===== config.mk =====
export PLATFORM = sky130hd
export DESIGN_NAME = audio_sample_to_int16_with_fade_in_core
export DESIGN_NICKNAME = d
export VERILOG_FILES = /design/src/hw/rtl/asfi_pkg.sv /design/src/hw/rtl/asfi_div.sv /design/src/hw/rtl/audio_sample_to_int16_with_fade_in_core.sv
export SDC_FILE = /design/constraint.sdc
export NUM_CORES = 1
export LEC_CHECK = 0
export ABC_AREA = 1
export BUFFER_PORTS_ARGS = -buffer_cell sky130_fd_sc_hd__buf_2
export CORE_UTILIZATION = 55
export CTS_BUF_LIST = sky130_fd_sc_hd__clkbuf_8
export CTS_CLUSTER_DIAMETER = 100
export DETAILED_ROUTE_END_ITERATION = 16
export GPL_ROUTABILITY_DRIVEN = 0
export PLACE_DENSITY_LB_ADDON = 0.15
export SLEW_MARGIN = 20
export SYNTH_ARGS = -nofsm -noshare
export SYNTH_HDL_FRONTEND = slang
export SYNTH_SLANG_ARGS = --single-unit

===== constraint.sdc =====
create_clock -name clk -period 7.6 [get_ports clk]
set_input_delay 1.52 -clock clk [delete_from_list [all_inputs] [get_ports clk]]
set_output_delay 1.52 -clock clk [all_outputs]
set_load 0.03 [all_outputs]

===== src/hw/rtl/asfi_pkg.sv =====
// ----------------------------------------------------------------------------
// asfi_pkg
// Shared types and constants for the audio sample to int16 fade-in core.
// ----------------------------------------------------------------------------
package asfi_pkg;

  // Sequencer states
  typedef enum logic [2:0] {
    ST_IDLE,
    ST_CONV,
    ST_ROUND,
    ST_MULT,
    ST_LOAD,
    ST_DIV,
    ST_DONE
  } asfi_state_t;

  // Status from the fade divider
  typedef struct packed {
    logic busy;
    logic done;
  } asfi_div_sts_t;

  // Source formats
  localparam logic [2:0] FMT_F32   = 3'd0;
  localparam logic [2:0] FMT_PCM16 = 3'd1;
  localparam logic [2:0] FMT_PCM24 = 3'd2;
  localparam logic [2:0] FMT_PCM32 = 3'd3;
  localparam logic [2:0] FMT_PCM8  = 3'd4;

  // Register indexes
  localparam logic [1:0] REG_SRC_FMT     = 2'd0;
  localparam logic [1:0] REG_CHAN_CNT    = 2'd1;
  localparam logic [1:0] REG_FADE_FRAMES = 2'd2;

  // Transaction kinds
  localparam logic OP_SAMPLE  = 1'b0;
  localparam logic OP_RESTART = 1'b1;

  // Register reset values
  localparam logic [2:0] SRC_FMT_RST     = FMT_F32;
  localparam logic [3:0] CHAN_CNT_RST    = 4'd2;
  localparam logic [9:0] FADE_FRAMES_RST = 10'd240;

  // Float32 conversion constants
  localparam logic [14:0] F32_SCALE      = 15'd32767;
  localparam logic [15:0] F32_FULL_SCALE = 16'd32767;
  localparam logic [7:0]  F32_EXP_ONE    = 8'd127;
  localparam logic [7:0]  F32_EXP_MAX    = 8'd255;
  localparam logic [7:0]  F32_SHIFT_BASE = 8'd150;
  localparam logic [7:0]  F32_SIG_BITS   = 8'd24;

  // Quotient width of the fade divider
  localparam int QUOT_W = 16;

endpackage


===== src/hw/rtl/asfi_div.sv =====
// ----------------------------------------------------------------------------
// asfi_div
// Restoring divider, one quotient bit per cycle, for a 16-bit quotient.
// The caller guarantees the quotient fits in 16 bits.
// ----------------------------------------------------------------------------
module asfi_div
  import asfi_pkg::*;
#(
  parameter int NUM_W = 27,
  parameter int DEN_W = 11
) (
  input  logic                clk,
  input  logic                rst_n,
  input  logic                start,
  input  logic [NUM_W-1:0]    num,
  input  logic [DEN_W-1:0]    den,
  output asfi_div_sts_t       sts,
  output logic [QUOT_W-1:0]   quot
);

  localparam int CNT_W = $clog2(QUOT_W + 1);

  logic [CNT_W-1:0]  cnt_r;
  logic              done_r;
  logic [DEN_W-1:0]  rem_r;
  logic [DEN_W-1:0]  den_r;
  logic [QUOT_W-1:0] quo_r;
  logic [DEN_W+1:0]  trial;
  logic              ge;

  // Trial subtract of the divisor from the shifted partial remainder
  assign trial = {1'b0, rem_r, quo_r[QUOT_W-1]} - {2'b00, den_r};
  assign ge    = ~trial[DEN_W+1];

  // Control: count iterations, pulse done after the last one
  always_ff @(posedge clk) begin
    if (!rst_n) begin
      cnt_r  <= '0;
      done_r <= 1'b0;
    end else begin
      done_r <= 1'b0;
      if (start) begin
        cnt_r <= CNT_W'(QUOT_W);
      end else if (cnt_r != '0) begin
        cnt_r <= cnt_r - CNT_W'(1);
        if (cnt_r == CNT_W'(1)) begin
          done_r <= 1'b1;
        end
      end
    end
  end

  // Datapath: high part seeds the remainder, low part shifts through
  always_ff @(posedge clk) begin
    if (start) begin
      rem_r <= num[QUOT_W+DEN_W-1:QUOT_W];
      quo_r <= num[QUOT_W-1:0];
      den_r <= den;
    end else if (cnt_r != '0) begin
      if (ge) begin
        rem_r <= trial[DEN_W-1:0];
      end else begin
        rem_r <= {rem_r[DEN_W-2:0], quo_r[QUOT_W-1]};
      end
      quo_r <= {quo_r[QUOT_W-2:0], ge};
    end
  end

  assign sts.busy = (cnt_r != '0);
  assign sts.done = done_r;
  assign quot     = quo_r;

endmodule


===== src/hw/rtl/audio_sample_to_int16_with_fade_in_core.sv =====
// Path from accept to result: ST_CONV, ST_ROUND, ST_DONE without fade; with fade
// active, ST_MULT, ST_LOAD and the bit-serial fade divider (ST_DIV) come before ST_DONE.
// Throughput: one item at a time; next item accepted once the result has
// entered the output register; a restart is taken without leaving idle.
// Reset (synchronous, rst_n low): registers to defaults, no fade active,
// channel position zero, output empty.
// ----------------------------------------------------------------------------
// audio_sample_to_int16_with_fade_in_core
// Converts one raw interleaved audio sample to signed 16-bit by source
// format and applies a linear fade-in armed by a restart transaction.
// ----------------------------------------------------------------------------
module audio_sample_to_int16_with_fade_in_core
  import asfi_pkg::*;
#(
  parameter int MAX_CHANNELS = 8,
  parameter int FADE_WIDTH   = 10
) (
  input  logic        clk,
  input  logic        rst_n,
  // input stream
  input  logic        in_tvalid,
  output logic        in_tready,
  input  logic [31:0] in_tdata,    // [31:0] sample_in
  input  logic [1:0]  in_tuser,    // [0] op, [1] silent
  input  logic        in_tlast,    // packet_end
  // result stream
  output logic        out_tvalid,
  input  logic        out_tready,
  output logic [15:0] out_tdata,   // [15:0] sample_out
  output logic        out_tlast,   // packet_end_out
  // configuration
  input  logic        cfg_psel,
  input  logic        cfg_penable,
  input  logic        cfg_pwrite,
  input  logic [3:0]  cfg_paddr,
  input  logic [31:0] cfg_pwdata,
  output logic [31:0] cfg_prdata,
  output logic        cfg_pready
);

  localparam int CPW   = (MAX_CHANNELS > 1) ? $clog2(MAX_CHANNELS) : 1;
  localparam int FW    = FADE_WIDTH;
  localparam int PROD_W = FW + 17;
  localparam int NUM_W = FW + 17;
  localparam int DEN_W = FW + 1;
  localparam logic [16:0] FADE_LIM = 17'((1 << FW) - 1);
  localparam logic [4:0]  MAX_CH   = 5'(MAX_CHANNELS);

  // Configuration registers
  logic [2:0] src_fmt_r;
  logic [3:0] chan_cnt_r;
  logic [9:0] fade_frames_r;
  logic       cfg_wr;
  logic [1:0] cfg_idx;

  // Frame and fade state
  logic [FW-1:0]  fade_left_r;
  logic [CPW-1:0] chan_pos_r;

  // Per-item registers
  asfi_state_t     state_r, state_nxt;
  logic [31:0]     samp_r;
  logic            silent_r;
  logic            pend_r;
  logic            fade_act_r;
  logic [FW-1:0]   k_r;
  logic [FW-1:0]   t_r;
  logic [38:0]     p_r;
  logic [15:0]     x_r;
  logic [PROD_W-1:0] prod_r;

  // Output register
  logic        out_tvalid_r;
  logic [15:0] out_tdata_r;
  logic        out_tlast_r;

  // Sequencer outputs
  logic in_acc;
  logic div_start;
  logic out_load;

  // Combinational helpers
  logic [16:0]    ff_ext;
  logic [16:0]    t_wide;
  logic [FW-1:0]  t_len;
  logic [4:0]     chans;
  logic           frame_end;
  logic [FW-1:0]  fade_r;
  logic [FW-1:0]  k_nxt;

  logic [23:0] f_m;
  logic        f_big;
  logic [23:0] f_q;
  logic [14:0] f_rem;
  logic [14:0] f_half;
  logic        f_up;
  logic [24:0] f_q1;
  logic [7:0]  f_sh;
  logic [7:0]  f_amt;
  logic [7:0]  f_exp;
  logic [22:0] f_frac;
  logic [15:0] f_mag_n;
  logic [15:0] f_mag;
  logic [15:0] f_val;
  logic [15:0] conv;

  logic [15:0]       x_mag;
  logic [NUM_W-1:0]  div_num;
  logic [DEN_W-1:0]  div_den;
  asfi_div_sts_t     div_sts;
  logic [QUOT_W-1:0] div_quot;

  // --------------------------------------------------------------------------
  // Configuration port
  // --------------------------------------------------------------------------
  assign cfg_wr     = cfg_psel && cfg_penable && cfg_pwrite && cfg_pready;
  assign cfg_idx    = cfg_paddr[3:2];
  assign cfg_pready = 1'b1;

  always_ff @(posedge clk) begin
    if (!rst_n) begin
      src_fmt_r     <= SRC_FMT_RST;
      chan_cnt_r    <= CHAN_CNT_RST;
      fade_frames_r <= FADE_FRAMES_RST;
    end else if (cfg_wr) begin
      unique case (cfg_idx)
        REG_SRC_FMT:     src_fmt_r     <= cfg_pwdata[2:0];
        REG_CHAN_CNT:    chan_cnt_r    <= cfg_pwdata[3:0];
        REG_FADE_FRAMES: fade_frames_r <= cfg_pwdata[9:0];
        default: ;
      endcase
    end
  end

  // Read back the addressed register
  always_comb begin
    unique case (cfg_idx)
      REG_SRC_FMT:     cfg_prdata = {29'd0, src_fmt_r};
      REG_CHAN_CNT:    cfg_prdata = {28'd0, chan_cnt_r};
      REG_FADE_FRAMES: cfg_prdata = {22'd0, fade_frames_r};
      default:         cfg_prdata = '0;
    endcase
  end

  // --------------------------------------------------------------------------
  // Fade length and channel count with their limits applied
  // --------------------------------------------------------------------------
  assign ff_ext = {7'd0, fade_frames_r};
  assign t_wide = (ff_ext == 17'd0) ? 17'd1 : ((ff_ext > FADE_LIM) ? FADE_LIM : ff_ext);
  assign t_len  = t_wide[FW-1:0];

  always_comb begin
    if (chan_cnt_r == 4'd0) begin
      chans = 5'd1;
    end else if ({1'b0, chan_cnt_r} > MAX_CH) begin
      chans = MAX_CH;
    end else begin
      chans = {1'b0, chan_cnt_r};
    end
  end

  assign frame_end = (5'(chan_pos_r) + 5'd1) >= chans;
  assign fade_r    = (fade_left_r < t_len) ? fade_left_r : t_len;
  assign k_nxt     = t_len - fade_r + FW'(1);

  // --------------------------------------------------------------------------
  // Sequencer
  // --------------------------------------------------------------------------
  assign in_acc = in_tvalid && in_tready;

  always_comb begin
    state_nxt = state_r;
    unique case (state_r)
      ST_IDLE:  if (in_acc && in_tuser[0] == OP_SAMPLE) state_nxt = ST_CONV;
      ST_CONV:  state_nxt = ST_ROUND;
      ST_ROUND: state_nxt = fade_act_r ? ST_MULT : ST_DONE;
      ST_MULT:  state_nxt = ST_LOAD;
      ST_LOAD:  state_nxt = ST_DIV;
      ST_DIV:   if (div_sts.done) state_nxt = ST_DONE;
      ST_DONE:  if (out_load) state_nxt = ST_IDLE;
      default:  state_nxt = ST_IDLE;
    endcase
  end

  always_comb begin
    in_tready = 1'b0;
    div_start = 1'b0;
    out_load  = 1'b0;
    unique case (state_r)
      ST_IDLE: in_tready = 1'b1;
      ST_LOAD: div_start = 1'b1;
      ST_DONE: out_load  = !out_tvalid_r || out_tready;
      default: ;
    endcase
  end

  always_ff @(posedge clk) begin
    if (!rst_n) begin
      state_r <= ST_IDLE;
    end else begin
      state_r <= state_nxt;
    end
  end

  // --------------------------------------------------------------------------
  // Frame position and fade counter, advanced at accept
  // --------------------------------------------------------------------------
  always_ff @(posedge clk) begin
    if (!rst_n) begin
      fade_left_r <= '0;
      chan_pos_r  <= '0;
      fade_act_r  <= 1'b0;
    end else if (in_acc) begin
      if (in_tuser[0] == OP_RESTART) begin
        fade_left_r <= t_len;
        chan_pos_r  <= '0;
      end else begin
        fade_act_r <= (fade_left_r != '0);
        if (fade_left_r != '0 && frame_end) begin
          fade_left_r <= fade_r - FW'(1);
        end
        if (frame_end || in_tlast) begin
          chan_pos_r <= '0;
        end else begin
          chan_pos_r <= chan_pos_r + CPW'(1);
        end
      end
    end
  end

  // Capture the sample and its fade factor
  always_ff @(posedge clk) begin
    if (in_acc) begin
      samp_r   <= in_tdata;
      silent_r <= in_tuser[1];
      pend_r   <= in_tlast;
      k_r      <= k_nxt;
      t_r      <= t_len;
    end
  end

  // --------------------------------------------------------------------------
  // Format conversion
  // --------------------------------------------------------------------------
  assign f_exp  = samp_r[30:23];
  assign f_frac = samp_r[22:0];
  assign f_m    = {f_exp != 8'd0, f_frac};

  // Round the scaled significand to 24 bits, ties to even
  assign f_big  = p_r[38];
  assign f_q    = f_big ? p_r[38:15] : p_r[37:14];
  assign f_rem  = f_big ? p_r[14:0] : {1'b0, p_r[13:0]};
  assign f_half = f_big ? 15'h4000 : 15'h2000;
  assign f_up   = (f_rem > f_half) || (f_rem == f_half && f_q[0]);
  assign f_q1   = {1'b0, f_q} + 25'(f_up);

  // Truncate toward zero: shift right by 150 less the exponent, less the rounding drop
  assign f_sh    = F32_SHIFT_BASE - f_exp;
  assign f_amt   = f_sh - (f_big ? 8'd15 : 8'd14);
  assign f_mag_n = (f_amt > F32_SIG_BITS) ? 16'd0 : 16'(f_q1 >> f_amt);

  always_comb begin
    if (f_exp == F32_EXP_MAX && f_frac != 23'd0) begin
      f_mag = 16'd0;
    end else if (f_exp >= F32_EXP_ONE) begin
      f_mag = F32_FULL_SCALE;
    end else if (f_exp == 8'd0) begin
      f_mag = 16'd0;
    end else begin
      f_mag = f_mag_n;
    end
  end

  assign f_val = samp_r[31] ? (16'd0 - f_mag) : f_mag;

  always_comb begin
    case (src_fmt_r)
      FMT_F32:   conv = f_val;
      FMT_PCM16: conv = samp_r[15:0];
      FMT_PCM24: conv = samp_r[23:8];
      FMT_PCM32: conv = samp_r[31:16];
      FMT_PCM8:  conv = {~samp_r[7], samp_r[6:0], 8'h00};
      default:   conv = 16'd0;
    endcase
  end

  // --------------------------------------------------------------------------
  // Datapath registers
  // --------------------------------------------------------------------------
  assign x_mag   = x_r[15] ? (16'd0 - x_r) : x_r;
  assign div_num = NUM_W'(prod_r) + NUM_W'(t_r);
  assign div_den = {t_r, 1'b0};

  always_ff @(posedge clk) begin
    unique case (state_r)
      ST_CONV:  p_r <= 39'(f_m) * 39'(F32_SCALE);
      ST_ROUND: x_r <= silent_r ? 16'd0 : conv;
      ST_MULT:  prod_r <= PROD_W'({x_mag, 1'b0}) * PROD_W'(k_r);
      ST_DIV: begin
        if (div_sts.done) begin
          x_r <= x_r[15] ? (16'd0 - div_quot) : div_quot;
        end
      end
      default: ;
    endcase
  end

  asfi_div #(
    .NUM_W (NUM_W),
    .DEN_W (DEN_W)
  ) u_div (
    .clk   (clk),
    .rst_n (rst_n),
    .start (div_start),
    .num   (div_num),
    .den   (div_den),
    .sts   (div_sts),
    .quot  (div_quot)
  );

  // --------------------------------------------------------------------------
  // Output register
  // --------------------------------------------------------------------------
  always_ff @(posedge clk) begin
    if (!rst_n) begin
      out_tvalid_r <= 1'b0;
    end else if (out_load) begin
      out_tvalid_r <= 1'b1;
    end else if (out_tready) begin
      out_tvalid_r <= 1'b0;
    end
  end

  always_ff @(posedge clk) begin
    if (out_load) begin
      out_tdata_r <= x_r;
      out_tlast_r <= pend_r;
    end
  end

  assign out_tvalid = out_tvalid_r;
  assign out_tdata  = out_tdata_r;
  assign out_tlast  = out_tlast_r;

  // --------------------------------------------------------------------------
  // Assertions
  // --------------------------------------------------------------------------
  a_div_start_idle: assert property (@(posedge clk) disable iff (!rst_n)
    div_start |-> !div_sts.busy)
    else $error("fade divider started while busy");

  a_fade_not_amplify: assert property (@(posedge clk) disable iff (!rst_n)
    (state_r == ST_DIV && div_sts.done) |-> (div_quot <= x_mag))
    else $error("fade quotient exceeds sample magnitude");

  a_restart_arms: assert property (@(posedge clk) disable iff (!rst_n)
    (in_acc && in_tuser[0] == OP_RESTART) |=> (fade_left_r == $past(t_len)))
    else $error("restart did not arm the fade length");

  a_hold_result: assert property (@(posedge clk) disable iff (!rst_n)
    (out_tvalid_r && !out_tready) |=> (out_tvalid_r && $stable(out_tdata_r)))
    else $error("pending result overwritten");

endmodule


# --- Word-level counts from Yosys, hierarchy flattened ---
# Cells that the tools add are included.
classes:
  addsub: 14
  mul: 2
  magnitude_cmp: 7
  n_eq_ne: 18
  shift: 1
  mux: 43
  bitwise: 5
  n_reduce_logical: 34
op_table:
  columns: ["op", "count"]
  rows:
  - ["$mux W16", 11]
  - ["$pmux W16 S5", 1]
  - ["$mux W10", 5]
  - ["$sub A1 B16 Y16 const A", 3]
  - ["$mul A24 B15 Y39 const B", 1]
  - ["$mux W11", 3]
  - ["$pmux W16 S2", 1]
  - ["$mux W15", 2]
  - ["$pmux W10 S3", 1]
  - ["$add A27 B10 Y27", 1]
  - ["$mul A16 B10 Y26", 1]
  - ["$add A24 B1 Y25", 1]
  - ["$shr A25 B8 Y16", 1]
  - ["$mux W24", 1]
  - ["$reduce_bool A23 Y1", 1]
  - ["$pmux W3 S7", 1]
  - ["$mux W3", 6]
  - ["$logic_not A17 Y1", 1]
  - ["$eq A15 B15 Y1", 1]
  - ["$gt A15 B15 Y1", 1]
  - ["$sub A12 B11 Y13", 1]
  - ["$eq A3 B2 Y1 const B", 4]
  - ["$eq A3 B3 Y1 const B", 4]
  - ["$reduce_and A2 Y1", 6]
  - ["39 further kinds", 65]
totals:
  regBits: 230
  inputBits: 78
  output_inout_bits: 52
  word_cells: 148

# --- Depth between registers and ports, before layout ---
# Gate-level depths: netlist of the first run.
depth:
  ltp_word: 15
  ltp_mapped: 37
  mapped_depth_nobuf: 36

# --- Modules after synthesis ---
# From an unflattened synthesis of the first run, not the netlist that was laid out.
unflattened:
  cells_unflattened: 3288
  area_unflattened_um2: 26995.9
modules_own_cells:
  columns: ["module", "instances", "cells_per_inst", "area_each_um2", "seq_area_each_um2"]
  rows:
  - ["audio_sample_to_int16_with_fade_in_core", 1, 2963, 24340.8, 5265.0]
  - ["asfi_div", 1, 325, 2655.0, 1261.2]

# --- Least setup slack after synthesis of the first run ---
# OpenSTA, ideal clock, no wires.
synth_timing:
  path_type: "reg-to-reg"
  from: "register x_r[0]"
  to: "register prod_r[26], data pin"
  setup_ns: 0.260
  arrival_ns: 6.403
  required_time_ns: 7.340
  path_slack_ns: 0.936
  path_stages_with_launch: 34
  path_buffers: 1
  period_less_slack_ns: 6.664
  cell_sequence: "edfxtp_1 > clkbuf_1 > inv_1 > ha_1 > inv_1 > nor3_1 > nand2_1 > inv_1 > nor2_1 > xor2_1 > nand2_1 > fa_1 > inv_1 > fa_1 > inv_1 > fa_1 > inv_1 > fa_1 > fa_1 > ha_1 > nand2_1 > nor2_1 > inv_1 > o21bai_1 > a31oi_1 > o21ai_1 > a21boi_0 > o21ai_0 > a21boi_1 > o21ai_0 > a21oi_1 > nor2_1 > nor2_1 > xor2_1"
synth_via:
  elab_chain_len: 3
synth_rtl:
  columns: ["element", "line", "rtl"]
  rows:
  - ["from (decl)", "audio_sample_to_int16_with_fade_in_core.sv:69", "logic [15:0] x_r;"]
  - ["from (signal assigned)", "audio_sample_to_int16_with_fade_in_core.sv:297", "ST_ROUND: x_r <= silent_r ? 16'd0 : conv;"]
  - ["from (signal assigned)", "audio_sample_to_int16_with_fade_in_core.sv:301", "x_r <= x_r[15] ? (16'd0 - div_quot) : div_quot;"]
  - ["$sub A1 B16 Y16", "audio_sample_to_int16_with_fade_in_core.sv:290", "assign x_mag = x_r[15] ? (16'd0 - x_r) : x_r;"]
  - ["$mux W16 *", "audio_sample_to_int16_with_fade_in_core.sv:290", null]
  - ["$mul A16 B10 Y26 *", "audio_sample_to_int16_with_fade_in_core.sv:298", "ST_MULT: prod_r <= PROD_W'({x_mag, 1'b0}) * PROD_W'(k_r);"]
  - ["to (signal assigned)", "audio_sample_to_int16_with_fade_in_core.sv:298", null]
  - ["to (decl)", "audio_sample_to_int16_with_fade_in_core.sv:70", "logic [PROD_W-1:0] prod_r;"]
# Mark *: on every way between the ends. The rest lies on a longest branch, timed or not.
# A chain may end at the register's enable or synchronous reset.

# --- Worst setup path in the final report of the first run ---
layout_timing:
  from: "register x_r[2]"
  to: "register prod_r[26], data pin"
# The elaborated chain is that of the path after synthesis.

==> metrics.md, run 1 <==
| Metric | Value |
|---|---|
| Status | completed |
| Post-synth EDFFs | 189 |
| Slew headroom | 0.279 |
| Ys Warns | 0 |
| Starting density of the core | 0.562 |
| Vias | approximately 21000 |
| Die X | between 200 and 250 um |
| Global-route wire length before repair | around 110000 um |
| Detailed Routing Iterations Pass 1 | 8 |
| Clock Latency Late Sink | 0.61 ns |
| R2R Setup Slk | about 0.45 ns |
| PortBufs | slightly above 80 |
| CP Capture Type | flop |
| Grt total ovfl | 0 |
| Die area | slightly below 0.05 mm2 |
| Reg2reg path depth | 28 |
| Post-route ant nets | 0 |
| 1st-iter DRT viols | ~1700 |
| Fin. max-slew vios | 0 |
| Post-CTS Resized | 0 |
| Core Region | 0.0470 mm2 |
| CTS tree | built |
| CTS max path bufs | 3 |
| Hold buffer count at cts | 0 |
| Layout cells sized above 1 | 0.0810 |
| # H-tree levels | 2 |
| Hold Path Sink | out_tlast$_DFFE_PP_ |
| Top_reg_cell synth | edfxtp_1 |
| Final Util | 0.601 |
| Hold slack | 0.425 ns |
| Fin. Hold Viols | 0 |
| CP Class | reg -> reg |
| FP Rows | 79 |
| Worst clock skew | approximately 0.046 ns |
| Commonest non-fill, non-tap cell in the layout | nand2_1 |
| Asr flop ratio synth | 0 |
| Crit share post-route | 0.940 |
| Net count, final | around 3800 |
| WHS Path Cells | 0 |
| Largest net degree at the start of global routing | 45 |
| WP data required | 7.92 ns |
| Average cell area after synthesis | around 8.4 um2 |
| Worst slew pin tran | between 1 and 1.5 ns |
| Maxcap violations | 0 |
| Total setup buffers inserted after CTS | 0 |
| R2R Path End | prod_r[26]$_DFFE_PP_ |
| Clock-pin slew on the worst setup and hold paths | approximately 0.06 ns |
| # DRC | 0 |
| Final setup fails | 0 |
| Layout Cells excl Fill | 3868 |
| Crit-path max FO | 9 |
| Vias in the first global route | approximately 21000 |
| Mapped Cells | about 3100 |
| Commonest cells after routing, fill and taps aside | nand2_1, inv_1, fa_1 |
| Post-DP HPWL | ~54000 um |
| GRT Util Overall | 0.281 |
| Design Area, Final | about 0.028 mm2 |
| Num CTS Buffers | 43 |
| Diode count | 0 |
| Placed cell count | roughly 3800 |
| Crit path top cell by count | fa_1 |
| Min Clock Period, post-route | ~7.1 ns |
| # clock sinks | 230 |
| Syn Std Cell Area | approximately 0.026 mm2 |
| CP max-delay cell | fa_1 |
| Post-synth cell types | 60 |
| Sequential area share after synthesis | 0.246 |
| Initial antenna violation count | 0 |
| Type of the most critical hold path | reg -> reg |
| Worst hold start | pend_r$_DFFE_PP_ |
| Root buf cell | clkbuf_8 |
| #FFs+latches synth | 230 |
| Vias per cell | roughly 5.5 |
| Post-Route WL | 66500 um |
| Total I/O pin count | 130 |
| Area growth syn-to-layout | 6.94% |
| Crit path DAT | 7.47 ns |
| Peak Freq | approximately 140 MHz |
| Area after DPL | roughly 0.027 mm2 |
| CP startpoint kind | flop |
| R2r startpoint | x_r[2]$_DFFE_PP_ |
| Vert. Die Dim | between 200 and 250 um |
| Max stage delay on crit path | roughly 0.56 ns |
| Avg WL per Cell | 17.2 um |
==> routing by layer <==
metal / wire length (um) / up-vias / track usage
met3: 5430 / 85 / 0.0551
met1: 31300 / 10200 / 0.420
met5: 0 / - / 0
met4: 1010 / 0 / 0.0577
li1: - / 10300 / -
met2: 28800 / 792 / 0.423
==> worst max-delay path by stage <==
stage / start / endpoint / cells past startpoint
6_report: x_r[2]$_DFFE_PP_ / prod_r[26]$_DFFE_PP_ / 28
3_5_place_dp: x_r[2]$_DFFE_PP_ / prod_r[26]$_DFFE_PP_ / 29
2_1_floorplan: x_r[0]$_DFFE_PP_ / prod_r[26]$_DFFE_PP_ / 33
4_1_cts: x_r[2]$_DFFE_PP_ / prod_r[26]$_DFFE_PP_ / 29
3_3_place_gp: x_r[2]$_DFFE_PP_ / prod_r[26]$_DFFE_PP_ / 29
5_1_grt: x_r[2]$_DFFE_PP_ / prod_r[26]$_DFFE_PP_ / 29
==> critical path: cells and delay by family (launching register included) <==
family | cells | cell delay (ns)
simple gates | 4 | 0.68
buf+inv | 5 | 0.53
fa+ha+maj | 6 | 2.85
flops | 1 | 0.48
xor+xnor | 2 | 0.30
compound gates | 11 | 2.06
==> flip-flops by register name (all words and copies together) (netlist names) <==
| register | flops |
|---|---|
| u_div.done_r | 1 |
| u_div.den_r | 10 |
| silent_r | 1 |
| samp_r | 32 |
| fade_frames_r | 10 |
| k_r | 10 |
| pend_r | 1 |
| fade_left_r | 10 |
| x_r | 16 |
| out_tvalid | 1 |
| u_div.rem_r | 11 |
| p_r | 39 |
| chan_pos_r | 3 |
| u_div.quot | 16 |
| t_r | 10 |
| out_tlast | 1 |
| fade_act_r | 1 |
| src_fmt_r | 3 |
| prod_r | 26 |
| u_div.cnt_r | 5 |
| chan_cnt_r | 4 |
| state_r | 3 |
| out_tdata | 16 |
==> cell families (layout without fill, tap and decap cells) <==
logic type,count (synthesis),after routing,synth area share
compound gates,404,404,0.0868
xor+xnor,103,103,0.0342
fa+ha+maj,521,521,0.329
buf+inv,633,725,0.0957
flops,230,230,0.246
other cells,2,23,0.000285
simple gates,1255,1255,0.208
==> layout make-up <==
cell class	instances	area (um2)
clock buffer	43	592
inverter	534	2000
multi-input combinational	2306	17500
clock inverter	36	235
tap	607	759
fill	4143	18700
timing repair buffer	112	636
sequential	230	6500
==> per-stage QoR <==
stage	TNS, ns	setup slack, ns
after floorplan	0	0.936
after global placement	0	0.510
after detailed placement	0	0.383
after CTS	0	0.283
after global routing	-0.0124	-0.0124
final	0	0.453
==> cells in the mapped netlist, types with 7 or more instances <==
master	instances	share of area
nor3_1	29	0.0055
nand3_2	13	0.0049
inv_1	524	0.075
buf_2	21	0.0040
clkbuf_1	46	0.0065
xor2_1	68	0.023
o22ai_1	16	0.0038
nand4_1	45	0.011
inv_2	8	0.0011
nand2_2	27	0.0064
buf_4	26	0.0074
a31oi_1	14	0.0033
edfxtp_1	189	0.22
dfxtp_1	41	0.031
nor2_1	220	0.031
ha_1	233	0.11
a221oi_1	7	0.0023
nand3_1	215	0.041
nor4_1	14	0.0033
fa_1	288	0.22
o211ai_1	12	0.0034
a21oi_1	165	0.031
nand2_1	652	0.093
o21ai_1	23	0.0044
o21bai_1	11	0.0031
nor2_2	11	0.0026
xnor2_1	35	0.012
o21ai_0	112	0.021
Power of run 1 is not shown: default switching activity piles up to over one toggle a cycle in this logic, so the estimate is an artifact.
==> run 2, diff against run 1 <==
ABC_AREA = 0   (was 1)
CORE_UTILIZATION = 54   (was 55)
==> run 2 against run 1 <==
Synthesized cell count is 12% lower. Register-to-register slack gained 0.04 ns. First-iteration DRC count is 8.0% higher. Die area rose by 3.4%. Critical endpoint is now prod_r[24]$_DFFE_PP_. Critical path depth shrank 2. Clock skew grew 0.035 ns. Setup slack better by 0.045 ns. Worst hold slack improved by 0.0099 ns. Wire length grew 0.42%. Via count decreased by 4.1%. Design area up 1.6%. Sequential share of layout area down 0.37 points.
==> metrics.md, run 2 <==
| Metric | Value |
|---|---|
| Status | completed |
| WP data required | 7.94 ns |
| PortBufs | 82 |
| Max FFs per register | 39 |
| Top-count cell post-synth | inv_1 |
| Vias per cell | 5.82 |
| Post-route ant nets | 0 |
| Commonest non-fill, non-tap cell in the layout | inv_1 |
| Ys Warns | 0 |
| CP Capture Type | flop |
| Area growth syn-to-layout | 7.05% |
| Crit-path max FO | 10 |
| Vert. Die Dim | approximately 220 um |
| R2R Path End | prod_r[24]$_DFFE_PP_ |
| Layout Cells excl Fill | roughly 3500 |
| Worst clock skew | between 0.08 and 0.09 ns |
| Commonest cells after routing, fill and taps aside | inv_1, fa_1, nand2_1 |
| Slew headroom | 0.256 |
| # clock sinks | 230 |
| Met2 global-route usage | 0.418 |
| Min Clock Period, post-route | 7.10 ns |
| Gr busiest metal | met2 |
| Sequential area share after synthesis | 0.243 |
| Peak Freq | around 140 MHz |
| Largest net degree at the start of global routing | 55 |
| Crit path DAT | around 7.4 ns |
| Total setup buffers inserted after CTS | 0 |
| Layout cells sized above 1 | 0.0862 |
| Clock Latency Late Sink | between 0.6 and 0.7 ns |
| Hold buffer count at cts | 0 |
| Mapped Cells | approximately 2800 |
| Fin. max-slew vios | 0 |
| Worst slew pin tran | between 1 and 1.5 ns |
| Top reg by flops | p_r |
| CTS tree | built |
| Setup TNS | 0 ns |
| FP Rows | 81 |
| Starting density of the core | 0.547 |
| WP buf/inv | 4 |
| Share of the synthesized area in the top cell type | 0.215 |
| Detailed Routing Iterations Pass 1 | 5 |
| R2r startpoint | x_r[1]$_DFFE_PP_ |
| Grt total ovfl | 0 |
| WHS Path Cells | 0 |
| Total I/O pin count | 130 |
| Maxcap violations | 0 |
| CP startpoint kind | flop |
| CP Class | reg -> reg |
| Asr flop ratio synth | 0 |
| 1st-iter DRT viols | roughly 1800 |
| Avg WL per Cell | 19.0 um |
| Biggest regs | p_r: 39 flops, samp_r: 32 flops, prod_r: 26 flops |
| Crit share post-route | 0.935 |
| Fin. Hold Viols | 0 |
| Post-synth EDFFs | ~190 |
| GR met3 Demand/Resource | 0.0462 |
| R2R Setup Slk | about 0.5 ns |
| Die X | about 220 um |
| Post-CTS Resized | 0 |
| Post-synth cell types | 94 |
| Post-Route WL | between 60000 and 70000 um |
| Top post-synthesis cells by count | inv_1, fa_1, nand2_1, ha_1, edfxtp_1 |
| Max stage delay on crit path | around 0.53 ns |
| Vias in the first global route | about 20000 |
| Die area | 0.0505 mm2 |
| Ranking of synthesized cells by area | fa_1, edfxtp_1, ha_1, inv_1, nand2_1 |
| GRT Util Overall | 0.271 |
| Placed cell count | ~3400 |
| Post-synth top area cell | fa_1 |
| Final setup fails | 0 |
| Vias | 20500 |
| Reg2reg path depth | 26 |
| Unrepaired setup endpoints after global routing | false |
| Crit path top cell by count | fa_1 |
| Type of the most critical hold path | reg -> reg |
| Net count, final | 3422 |
| Global-route wire length before repair | around 110000 um |
| Num CTS Buffers | 41 |
| Initial antenna violation count | 0 |
| GR Layer Usage met1 | 0.398 |
| Critical path's top delay family | adder cells |
| Post-DP HPWL | roughly 53000 um |
| Hold Path Sink | out_tlast$_DFFE_PP_ |
| #FFs+latches synth | 230 |
| Average cell area after synthesis | between 9 and 10 um2 |
| CTS max path bufs | 3 |
| CP max-delay cell | fa_1 |
| # DRC | 0 |
| Worst hold start | pend_r$_DFFE_PP_ |
| Clock-pin slew on the worst setup and hold paths | 0.06 ns |
| # H-tree levels | 2 |
| Core Region | about 0.049 mm2 |
| Root buf cell | clkbuf_8 |
| Top_reg_cell synth | edfxtp_1 |
| Syn Std Cell Area | approximately 0.027 mm2 |
==> run 2: changes by cell type in the layout (fill, tap and decap cells not counted), moves of 24 or more <==
cell     change
nand2_2     -27
nand3_1    -163
mux2i_1     +63
nand2_1    -372
inv_1      -198
and2_1      +84
xnor2_1     +77
a21o_1      +29
a21oi_1     -40
nor2_1      -72
xor2_1      -24
==> run 2: final cells by class <==
type	instances	area [um2]
Fill cell	4216	20300
Multi-Input combinational cell	2098	18500
Sequential cell	230	6500
Inverter	334	1250
Tap cell	664	831
Timing Repair Buffer	118	681
Clock buffer	48	661
Clock inverter	27	205
Antenna cell	1	2.50
==> run 2: how the worst max path moves through the flow <==
stage                     start                    to  slack, ns  cells past startpoint
2_1_floorplan  x_r[1]$_DFFE_PP_  prod_r[23]$_DFFE_PP_       1.19                     24
5_1_grt        x_r[1]$_DFFE_PP_  prod_r[24]$_DFFE_PP_       0.05                     26
6_report       x_r[1]$_DFFE_PP_  prod_r[24]$_DFFE_PP_       0.50                     26
3_5_place_dp   x_r[1]$_DFFE_PP_  prod_r[24]$_DFFE_PP_       0.50                     26
4_1_cts        x_r[1]$_DFFE_PP_  prod_r[24]$_DFFE_PP_       0.54                     25
3_3_place_gp   x_r[1]$_DFFE_PP_  prod_r[23]$_DFFE_PP_       0.54                     24
==> run 2: cell families (layout without fill, tap and decap cells) <==
group / count (synthesis) / count (layout) / synth area share
mux: 95 / 95 / 0.0418
flops: 230 / 230 / 0.243
simple gates: 789 / 789 / 0.145
compound gates: 514 / 514 / 0.126
fa+ha+maj: 521 / 521 / 0.324
xor+xnor: 156 / 156 / 0.0510
buf+inv: 456 / 527 / 0.0689
other cells: 2 / 24 / 0.000280
==> run 2: worst register-to-register path, delay by kind of cell (launching register included) <==
family,cells,cell delay [ns]
XOR/XNOR,2,0.54
flip-flops,1,0.43
AO/OA/AOI/OAI,7,1.56
buffers and inverters,4,0.29
adder cells (fa/ha/maj),7,3.07
AND/OR/NAND/NOR,6,1.02
==> run 2: routing by layer <==
layer | vias to the layer above | share of wire
met5 | - | 0
met4 | 0 | 0.020
met3 | 91 | 0.072
met2 | 733 | 0.44
met1 | 10000 | 0.46
li1 | 9618 | -
==> run 2: per-stage QoR <==
step,instance area (um2),hold WS (ns),setup slack (ns),utilization
6_report,28700,0.435,0.498,0.586
4_1_cts,28700,0.437,0.542,0.586
2_1_floorplan,26900,0.400,1.19,-
3_5_place_dp,27800,0.437,0.499,0.568
3_3_place_gp,27800,0.405,0.539,0.568
5_1_grt,28700,0.449,0.0451,0.586
Power of run 2 is left out for the same reason.
